<file path="config.mk">
export PLATFORM = sky130hd
export DESIGN_NAME = serial_line_assembler_with_echo_top
export DESIGN_NICKNAME = d
export VERILOG_FILES = /design/src/sv/sla_pkg.sv /design/src/sv/sla_line_mem.sv /design/src/sv/sla_ctrl.sv /design/src/sv/serial_line_assembler_with_echo_top.sv
export SDC_FILE = /design/constraint.sdc
export NUM_CORES = 1
export LEC_CHECK = 0
export ABC_AREA = 1
export BUFFER_PORTS_ARGS = -buffer_cell sky130_fd_sc_hd__buf_2
export CELL_PAD_IN_SITES_DETAIL_PLACEMENT = 0
export CELL_PAD_IN_SITES_GLOBAL_PLACEMENT = 2
export CORE_MARGIN = 8
export CORE_UTILIZATION = 29
export CTS_CLUSTER_DIAMETER = 80
export CTS_CLUSTER_SIZE = 28
export DETAILED_ROUTE_END_ITERATION = 12
export PLACE_DENSITY = 0.64
export SKIP_LAST_GASP = 1
export SYNTH_ARGS = -nofsm -noshare
export SYNTH_HDL_FRONTEND = slang
export SYNTH_SLANG_ARGS = --single-unit
</file>
<file path="constraint.sdc">
create_clock -name aclk -period 3.15 [get_ports aclk]
set_clock_uncertainty 0.05 [all_clocks]
set_input_delay 0.315 -clock aclk [delete_from_list [all_inputs] [get_ports aclk]]
set_output_delay 0.315 -clock aclk [all_outputs]
set_load 0.02 [all_outputs]
</file>
<file path="src/sv/sla_pkg.sv">
// ----------------------------------------------------------------------------
// sla_pkg
// Shared types and character codes for the serial line assembler.
// ----------------------------------------------------------------------------
package sla_pkg;

    localparam int RX_W   = 8;
    localparam int LEN_W  = 6;
    localparam int KIND_W = 2;

    localparam logic [RX_W-1:0] CH_DROP      = 8'h1A;
    localparam logic [RX_W-1:0] CH_NEWLINE   = 8'h0A;
    localparam logic [RX_W-1:0] CH_BACKSPACE = 8'h08;
    localparam logic [RX_W-1:0] CH_NOBUF     = 8'h21;

    typedef enum logic [KIND_W-1:0] {
        KIND_ECHO    = 2'd0,
        KIND_CONTENT = 2'd1,
        KIND_END     = 2'd2
    } kind_t;

    typedef enum logic [2:0] {
        ST_IDLE,
        ST_DECIDE,
        ST_RDREQ,
        ST_CONTENT,
        ST_END,
        ST_ECHO
    } state_t;

endpackage

</file>
<file path="src/sv/sla_line_mem.sv">
// ----------------------------------------------------------------------------
// sla_line_mem
// Line store: one write port, one read port, registered read data.
// ----------------------------------------------------------------------------
module sla_line_mem #(
    parameter int DEPTH  = 20,
    parameter int ADDR_W = 5
) (
    input  logic                     aclk,
    input  logic                     wr_en,
    input  logic [ADDR_W-1:0]        wr_addr,
    input  logic [sla_pkg::RX_W-1:0] wr_data,
    input  logic                     rd_en,
    input  logic [ADDR_W-1:0]        rd_addr,
    output logic [sla_pkg::RX_W-1:0] rd_data
);
    import sla_pkg::*;

    logic [RX_W-1:0] mem [DEPTH];
    logic [RX_W-1:0] rd_data_reg;

    always_ff @(posedge aclk) begin
        if (wr_en) begin
            mem[wr_addr] <= wr_data;
        end
    end

    // hold read data until the next read
    always_ff @(posedge aclk) begin
        if (rd_en) begin
            rd_data_reg <= mem[rd_addr];
        end
    end

    assign rd_data = rd_data_reg;

endmodule

</file>
<file path="src/sv/sla_ctrl.sv">
// ----------------------------------------------------------------------------
// sla_ctrl
// Command decode, line state, read-out sequencer and result register.
// ----------------------------------------------------------------------------
module sla_ctrl #(
    parameter int LINE_CAPACITY = 20,
    parameter int ADDR_W        = 5
) (
    input  logic                       aclk,
    input  logic                       aresetn,
    input  logic                       s_tvalid,
    output logic                       s_tready,
    input  logic [sla_pkg::RX_W-1:0]   s_rx_byte,
    input  logic                       s_pool_empty,
    output logic                       m_tvalid,
    input  logic                       m_tready,
    output logic [sla_pkg::KIND_W-1:0] m_kind,
    output logic [sla_pkg::RX_W-1:0]   m_data,
    output logic [sla_pkg::LEN_W-1:0]  m_line_length,
    output logic                       m_last,
    output logic                       mem_wr_en,
    output logic [ADDR_W-1:0]          mem_wr_addr,
    output logic [sla_pkg::RX_W-1:0]   mem_wr_data,
    output logic                       mem_rd_en,
    output logic [ADDR_W-1:0]          mem_rd_addr,
    input  logic [sla_pkg::RX_W-1:0]   mem_rd_data
);
    import sla_pkg::*;

    localparam logic [ADDR_W-1:0] FULL_FILL = ADDR_W'(LINE_CAPACITY - 1);

    state_t              state_reg, state_next;
    logic                held_reg, held_next;
    logic [ADDR_W-1:0]   fill_reg, fill_next;
    logic [ADDR_W-1:0]   idx_reg, idx_next;
    logic [RX_W-1:0]     rx_reg;
    logic                pool_reg;

    logic                out_valid_reg;
    kind_t               out_kind_reg;
    logic [RX_W-1:0]     out_data_reg;
    logic [LEN_W-1:0]    out_len_reg;
    logic                out_last_reg;

    logic                accept;
    logic                out_free;
    logic                emit;
    kind_t               emit_kind;
    logic [RX_W-1:0]     emit_data;
    logic [LEN_W-1:0]    emit_len;
    logic                emit_last;
    logic [ADDR_W-1:0]   fill_eff;
    logic                idx_done;

    assign s_tready = (state_reg == ST_IDLE);
    assign accept   = s_tvalid && s_tready;
    assign out_free = !out_valid_reg || m_tready;
    assign fill_eff = held_reg ? fill_reg : '0;
    assign idx_done = ({1'b0, idx_reg} + 1'b1) == {1'b0, fill_reg};

    // next state
    always_comb begin
        state_next = state_reg;
        unique case (state_reg)
            ST_IDLE: begin
                if (accept) begin
                    state_next = ST_DECIDE;
                end
            end
            ST_DECIDE: begin
                if (out_free) begin
                    state_next = ST_IDLE;
                    if (held_reg || !pool_reg) begin
                        if (rx_reg == CH_NEWLINE) begin
                            if (fill_eff != '0) begin
                                state_next = ST_RDREQ;
                            end
                        end else if (rx_reg != CH_DROP && rx_reg != CH_BACKSPACE &&
                                     fill_eff >= FULL_FILL) begin
                            state_next = ST_ECHO;
                        end
                    end
                end
            end
            ST_RDREQ: state_next = ST_CONTENT;
            ST_CONTENT: begin
                if (out_free && idx_done) begin
                    state_next = ST_END;
                end
            end
            ST_END: begin
                if (out_free) begin
                    state_next = ST_IDLE;
                end
            end
            ST_ECHO: begin
                if (out_free) begin
                    state_next = ST_IDLE;
                end
            end
            default: state_next = ST_IDLE;
        endcase
    end

    // datapath and results
    always_comb begin
        emit        = 1'b0;
        emit_kind   = KIND_ECHO;
        emit_data   = '0;
        emit_len    = '0;
        emit_last   = 1'b1;
        held_next   = held_reg;
        fill_next   = fill_reg;
        idx_next    = idx_reg;
        mem_wr_en   = 1'b0;
        mem_wr_addr = fill_eff;
        mem_wr_data = rx_reg;
        mem_rd_en   = 1'b0;
        mem_rd_addr = idx_reg;
        unique case (state_reg)
            ST_DECIDE: begin
                if (out_free) begin
                    if (!held_reg && pool_reg) begin
                        emit      = 1'b1;
                        emit_data = CH_NOBUF;
                    end else begin
                        held_next = 1'b1;
                        fill_next = fill_eff;
                        priority if (rx_reg == CH_DROP) begin
                            emit      = 1'b1;
                            emit_kind = KIND_END;
                            held_next = 1'b0;
                            fill_next = '0;
                        end else if (rx_reg == CH_NEWLINE) begin
                            idx_next = '0;
                            if (fill_eff == '0) begin
                                emit      = 1'b1;
                                emit_kind = KIND_END;
                                held_next = 1'b0;
                            end
                        end else if (rx_reg == CH_BACKSPACE) begin
                            if (fill_eff != '0) begin
                                emit      = 1'b1;
                                emit_data = rx_reg;
                                fill_next = fill_eff - 1'b1;
                            end
                        end else if (fill_eff >= FULL_FILL) begin
                            // full line: drop it, echo the byte next
                            emit      = 1'b1;
                            emit_kind = KIND_END;
                            emit_last = 1'b0;
                            held_next = 1'b0;
                            fill_next = '0;
                        end else begin
                            mem_wr_en = 1'b1;
                            fill_next = fill_eff + 1'b1;
                            emit      = 1'b1;
                            emit_data = rx_reg;
                        end
                    end
                end
            end
            ST_RDREQ: begin
                mem_rd_en = 1'b1;
            end
            ST_CONTENT: begin
                if (out_free) begin
                    emit      = 1'b1;
                    emit_kind = KIND_CONTENT;
                    emit_data = mem_rd_data;
                    emit_last = 1'b0;
                    if (!idx_done) begin
                        idx_next    = idx_reg + 1'b1;
                        mem_rd_en   = 1'b1;
                        mem_rd_addr = idx_reg + 1'b1;
                    end
                end
            end
            ST_END: begin
                if (out_free) begin
                    emit      = 1'b1;
                    emit_kind = KIND_END;
                    emit_len  = LEN_W'(fill_reg);
                    held_next = 1'b0;
                    fill_next = '0;
                end
            end
            ST_ECHO: begin
                if (out_free) begin
                    emit      = 1'b1;
                    emit_data = rx_reg;
                end
            end
            ST_IDLE: begin
            end
            default: begin
            end
        endcase
    end

    always_ff @(posedge aclk) begin
        if (!aresetn) begin
            state_reg     <= ST_IDLE;
            held_reg      <= 1'b0;
            fill_reg      <= '0;
            out_valid_reg <= 1'b0;
        end else begin
            state_reg <= state_next;
            held_reg  <= held_next;
            fill_reg  <= fill_next;
            if (emit) begin
                out_valid_reg <= 1'b1;
            end else if (m_tready) begin
                out_valid_reg <= 1'b0;
            end
        end
    end

    always_ff @(posedge aclk) begin
        idx_reg <= idx_next;
        if (accept) begin
            rx_reg   <= s_rx_byte;
            pool_reg <= s_pool_empty;
        end
        if (emit) begin
            out_kind_reg <= emit_kind;
            out_data_reg <= emit_data;
            out_len_reg  <= emit_len;
            out_last_reg <= emit_last;
        end
    end

    assign m_tvalid      = out_valid_reg;
    assign m_kind        = out_kind_reg;
    assign m_data        = out_data_reg;
    assign m_line_length = out_len_reg;
    assign m_last        = out_last_reg;

    a_fill_needs_line: assert property (@(posedge aclk) disable iff (!aresetn)
        (fill_reg != '0) |-> held_reg)
        else $error("fill count set without a held line");

    a_read_in_line: assert property (@(posedge aclk) disable iff (!aresetn)
        (state_reg == ST_CONTENT) |-> (idx_reg < fill_reg))
        else $error("line read beyond stored bytes");

    a_last_ends_item: assert property (@(posedge aclk) disable iff (!aresetn)
        (emit && emit_last) |=> (state_reg == ST_IDLE))
        else $error("final result issued while item still in work");

    a_write_below_full: assert property (@(posedge aclk) disable iff (!aresetn)
        mem_wr_en |-> (mem_wr_addr < FULL_FILL && state_reg == ST_DECIDE))
        else $error("line store write outside the open line");

endmodule

</file>
<file path="src/sv/serial_line_assembler_with_echo_top.sv">
// ----------------------------------------------------------------------------
// serial_line_assembler_with_echo_top
// Assembles received serial bytes into command lines with echo.
// ----------------------------------------------------------------------------
// Input channel s_*: one received byte per transaction, s_tuser flags that no
// free line buffer is available. Result channel m_*: echo bytes, line content
// bytes and end markers; m_tlast marks the final result of one input byte.
// A byte that gives no result (backspace on an empty line) simply completes.
// Sequence: an input is taken in ST_IDLE and decided in ST_DECIDE once the result
// register is free. A newline over a line of N bytes issues a read request in
// ST_RDREQ, then gives N content bytes read one per cycle from the registered line
// store while the receiver takes them, then the end marker. A byte at a full line
// drops the line: an end marker, then the echo of the byte. The line-store read port sets the read-out pace.
// The result register decouples the sides: a new byte is taken while the
// previous result still waits. When the receiver stalls, work holds until the
// result register frees; nothing is lost.
// Reset clears the held-line flag and fill count; the line store needs no
// clearing since only bytes written in the open line are read back.
// ----------------------------------------------------------------------------
module serial_line_assembler_with_echo_top #(
    parameter int LINE_CAPACITY = 20
) (
    input  logic        aclk,
    input  logic        aresetn,
    input  logic        s_tvalid,
    output logic        s_tready,
    input  logic [7:0]  s_tdata,   // [7:0] rx_byte
    input  logic        s_tuser,   // [0] pool_empty
    output logic        m_tvalid,
    input  logic        m_tready,
    output logic [15:0] m_tdata,   // [7:0] data, [13:8] line_length, [15:14] zero
    output logic [1:0]  m_tuser,   // [1:0] kind
    output logic        m_tlast
);
    import sla_pkg::*;

    localparam int ADDR_W = $clog2(LINE_CAPACITY);

    logic               mem_wr_en;
    logic [ADDR_W-1:0]  mem_wr_addr;
    logic [RX_W-1:0]    mem_wr_data;
    logic               mem_rd_en;
    logic [ADDR_W-1:0]  mem_rd_addr;
    logic [RX_W-1:0]    mem_rd_data;
    logic [RX_W-1:0]    out_data;
    logic [LEN_W-1:0]   out_len;

    sla_ctrl #(
        .LINE_CAPACITY (LINE_CAPACITY),
        .ADDR_W        (ADDR_W)
    ) u_ctrl (
        .aclk          (aclk),
        .aresetn       (aresetn),
        .s_tvalid      (s_tvalid),
        .s_tready      (s_tready),
        .s_rx_byte     (s_tdata),
        .s_pool_empty  (s_tuser),
        .m_tvalid      (m_tvalid),
        .m_tready      (m_tready),
        .m_kind        (m_tuser),
        .m_data        (out_data),
        .m_line_length (out_len),
        .m_last        (m_tlast),
        .mem_wr_en     (mem_wr_en),
        .mem_wr_addr   (mem_wr_addr),
        .mem_wr_data   (mem_wr_data),
        .mem_rd_en     (mem_rd_en),
        .mem_rd_addr   (mem_rd_addr),
        .mem_rd_data   (mem_rd_data)
    );

    sla_line_mem #(
        .DEPTH  (LINE_CAPACITY),
        .ADDR_W (ADDR_W)
    ) u_line_mem (
        .aclk    (aclk),
        .wr_en   (mem_wr_en),
        .wr_addr (mem_wr_addr),
        .wr_data (mem_wr_data),
        .rd_en   (mem_rd_en),
        .rd_addr (mem_rd_addr),
        .rd_data (mem_rd_data)
    );

    assign m_tdata = {2'b00, out_len, out_data};

endmodule
</file>
==> out/summary.txt <==
hold_ws = 62.3 ps
Multi-input gate area = 2660 µm²
WL met1 = 13,300 µm
fin crit share = 0.908
initial antenna violation count = 0
post-synthesis mux area share = 0
Final Wtd Congestion = 0.833
clk sinks = 208
minimum clock period = 2860 ps
TritonRoute pass-1 iters = 5
routed via count = 6,920
Post-Layout Cell Count = 1,517
Row Count = 66
post-placement cell count = 1,479
sequential area share after synthesis = 0.638
max_slew headroom = 0.492
first-pass GRT wire length = 42,700 µm
Yosys warnings = 0
H-tree depth = 1
Num CTS Buffers = 15
RSZ-0062 raised after global routing = yes
Distinct cells, synth = 35
critical path peak fanout = 16
core area = 32,600 µm²
met3 routed WL = 1170 µm
Startpoint Class = flop
Final HPWL DP = 18,700 µm
Logic pwr share = 0.093
Synth area leader = edfxtp_1
Worst Max-Slew Pin Slew = 759 ps
initial DRC count = 476
DRT antenna net count = 0
Nets = 1,086
DR top layer = met4
post-layout util = 0.347
Worst-Skew Late Latency = 480 ps
number of flops mapped to enable cells by yosys = 198
combinational family with the most area after synthesis = simple AND/OR/NAND/NOR gates
die area = 39,300 µm²
Pleak = 4.77 nW
vias in the first global route = 6,816
Post-synth top cells = nand2_1, edfxtp_1, inv_1
top cells by area, synth = edfxtp_1, nand3_1, nand2_1
root buffer cell = clkbuf_16
final setup fails = 0
total track usage = 0.143
maximum clock frequency = 350 MHz
Worst Path Required = 3350 ps
Setup TNS = 0 ps
Initial Util = 0.295
Synth Area in Compound Gates = 0.0437
worst path arrival time = 3060 ps
FF+latch area = 6150 µm²
Post-Synth Simple-Gate Area = 0.214
fin. max-slew vios = 0
Synth Area in XOR/XNOR = 0.00182
post-synth top area share = 0.617
Sw Ratio = 0.254
Layout area overhead = 17.5%
Max stage delay on crit path = 390 ps
clock network power share = 0.350
Die Span X = 198 µm
fraction of registers with async set or reset after synthesis = 0
CP max-delay cell = edfxtp_1
max cap viols = 0
Syn Inst Count = 979
layout cells sized above 1 = 0.119
IO Pins = 34
chip height = 198 µm
ant diodes = 0
clk slew on worst S/H paths = 90 ps
mean routed wirelength per cell = 18.7 µm
# fillers = 3,383
Congestion Overflow GR = 0
met2 routed wirelength = 13,400 µm
Synth Area per Inst = 9.84 µm²
Residual DRC = 0
PwrDens = 510 nW/µm²
port bufs = 30
Fin. Hold Viols = 0
Post-synth top flop = edfxtp_1
cell with the most instances after synthesis = nand2_1
largest net degree at the start of global routing = 40
synthesized cell area = 9640 µm²
most used cell, CP = nand2_1
TritonCTS clock tree = done
CTS max path bufs = 3
internal power = 4.31 mW
min-delay worst type = primary input to flop
Power Total = 5.77 mW
status = completed
kind of critical path = flop to flop
Crit. End Element = flop
peak supply drop = 0.314 mV
Sequential Power Share = 0.557
Net Switching = 1.46 mW
critical path cell sequence = ha_1 > inv_1 > nand2_1 > nand2_1 > nor2_1 > nand2_1 > nor2_2 > nand3_4 > nand2_4 > buf_4 > nand2_2 > nand3_4 > buf_6 > nand3_1 > nand3_1 > nand3_1 > nand3_1 > nand2_1 > nand2_1 > nand2_1
Top reg by flops = u_line_mem.mem
max FFs per register = 160
Adder-Cell Fraction of Synth Area = 0.00779
Yosys reg bits = 208
Post-Route WL = 28,400 µm
via-per-instance ratio = 4.56
==> cell type report <==
class,count,area share
clock buffers,18,0.0341
clock inverters,7,0.00840
inverters,188,0.0625
multi-input cells,561,0.235
flip-flops and latches,208,0.543
well taps,442,0.0488
repair buffers,93,0.0681
==> layer usage <==
layer | vias to the layer above | track usage
met3 | 32 | 0.0195
met1 | 3349 | 0.197
met2 | 134 | 0.236
met4 | 0 | 0.0343
met5 | - | 0
li1 | 3405 | -
==> power by group through the flow <==
stage / clock network, mW / logic [mW] / registers, mW
global placement: 0 / 0.538 / 3.28
global route: 2.17 / 0.585 / 3.23
CTS: 2.09 / 0.543 / 3.22
finish: 2.02 / 0.534 / 3.21
detailed placement: 0 / 0.531 / 3.28
floorplan: 0 / 0.179 / 3.37
==> through the flow <==
stage / cell area [µm²] / setup WS, ps
after floorplan: 9680 / 507
after global placement: 10600 / 157
after detailed placement: 10600 / 113
after CTS: 11200 / 100
after global routing: 11300 / -21.6
final: 11300 / 291
==> cells by family after synthesis <==
logic type / after synthesis
AOI/OAI and AO/OA: 73
xor gates and xnor gates: 2
adders and majority gates: 6
buffers and inverters: 220
DFF: 208
other: 1
and+or+nand+nor: 469
==> layout by cell type, fill, tap and decap left out, types with 2 or more instances in the layout <==
master	n
dfxtp_1	10
a21oi_1	14
nor2_2	2
buf_4	43
inv_1	181
clkbuf_16	17
conb_1	11
buf_12	6
nand2_4	2
a211oi_1	2
o22ai_1	8
nand4_1	3
o21ai_2	2
ha_1	6
o221ai_1	2
nand3_4	3
nor2_1	70
nand3_1	174
buf_6	2
xor2_1	2
dlygate4sd3_1	9
clkinv_8	2
o21ai_0	36
edfxtp_1	198
o211ai_1	3
inv_2	6
buf_2	30
clkbuf_1	3
nand2_1	205
nor3_1	6
==> critical path: cells and delay by family, from the launching register on <==
family	cells	cell delay (ps)
and+or+nand+nor	16	1480
adders and majority gates	1	300
DFF	1	390
buffers and inverters	3	390
==> path summary, 6_finish.rpt <==
path                                                 startpoint                              end  depth (start not counted)  slack (ps)
worst max-delay path            u_ctrl.idx_reg[0]$_SDFFCE_PN0P_  u_line_mem.rd_data[0]$_DFFE_PP_                         20         290
worst min-delay path                                    aresetn     u_ctrl.m_tvalid$_SDFFE_PN0P_                          3          60
worst max register to register  u_ctrl.idx_reg[0]$_SDFFCE_PN0P_  u_line_mem.rd_data[0]$_DFFE_PP_                         20         290
worst min register to register  u_ctrl.fill_reg[1]$_SDFFE_PN0P_  u_ctrl.fill_reg[1]$_SDFFE_PN0P_                          2         460
==> timing repair <==
item                                    in CTS  in global routing
endpoints found under the setup margin       0                 24
gates resized for setup                      0                 12
endpoints found under the hold margin        9                  0
buffers inserted                             0                  2
hold buffers                                 9                  0
Power figures use the tool's default switching activity.
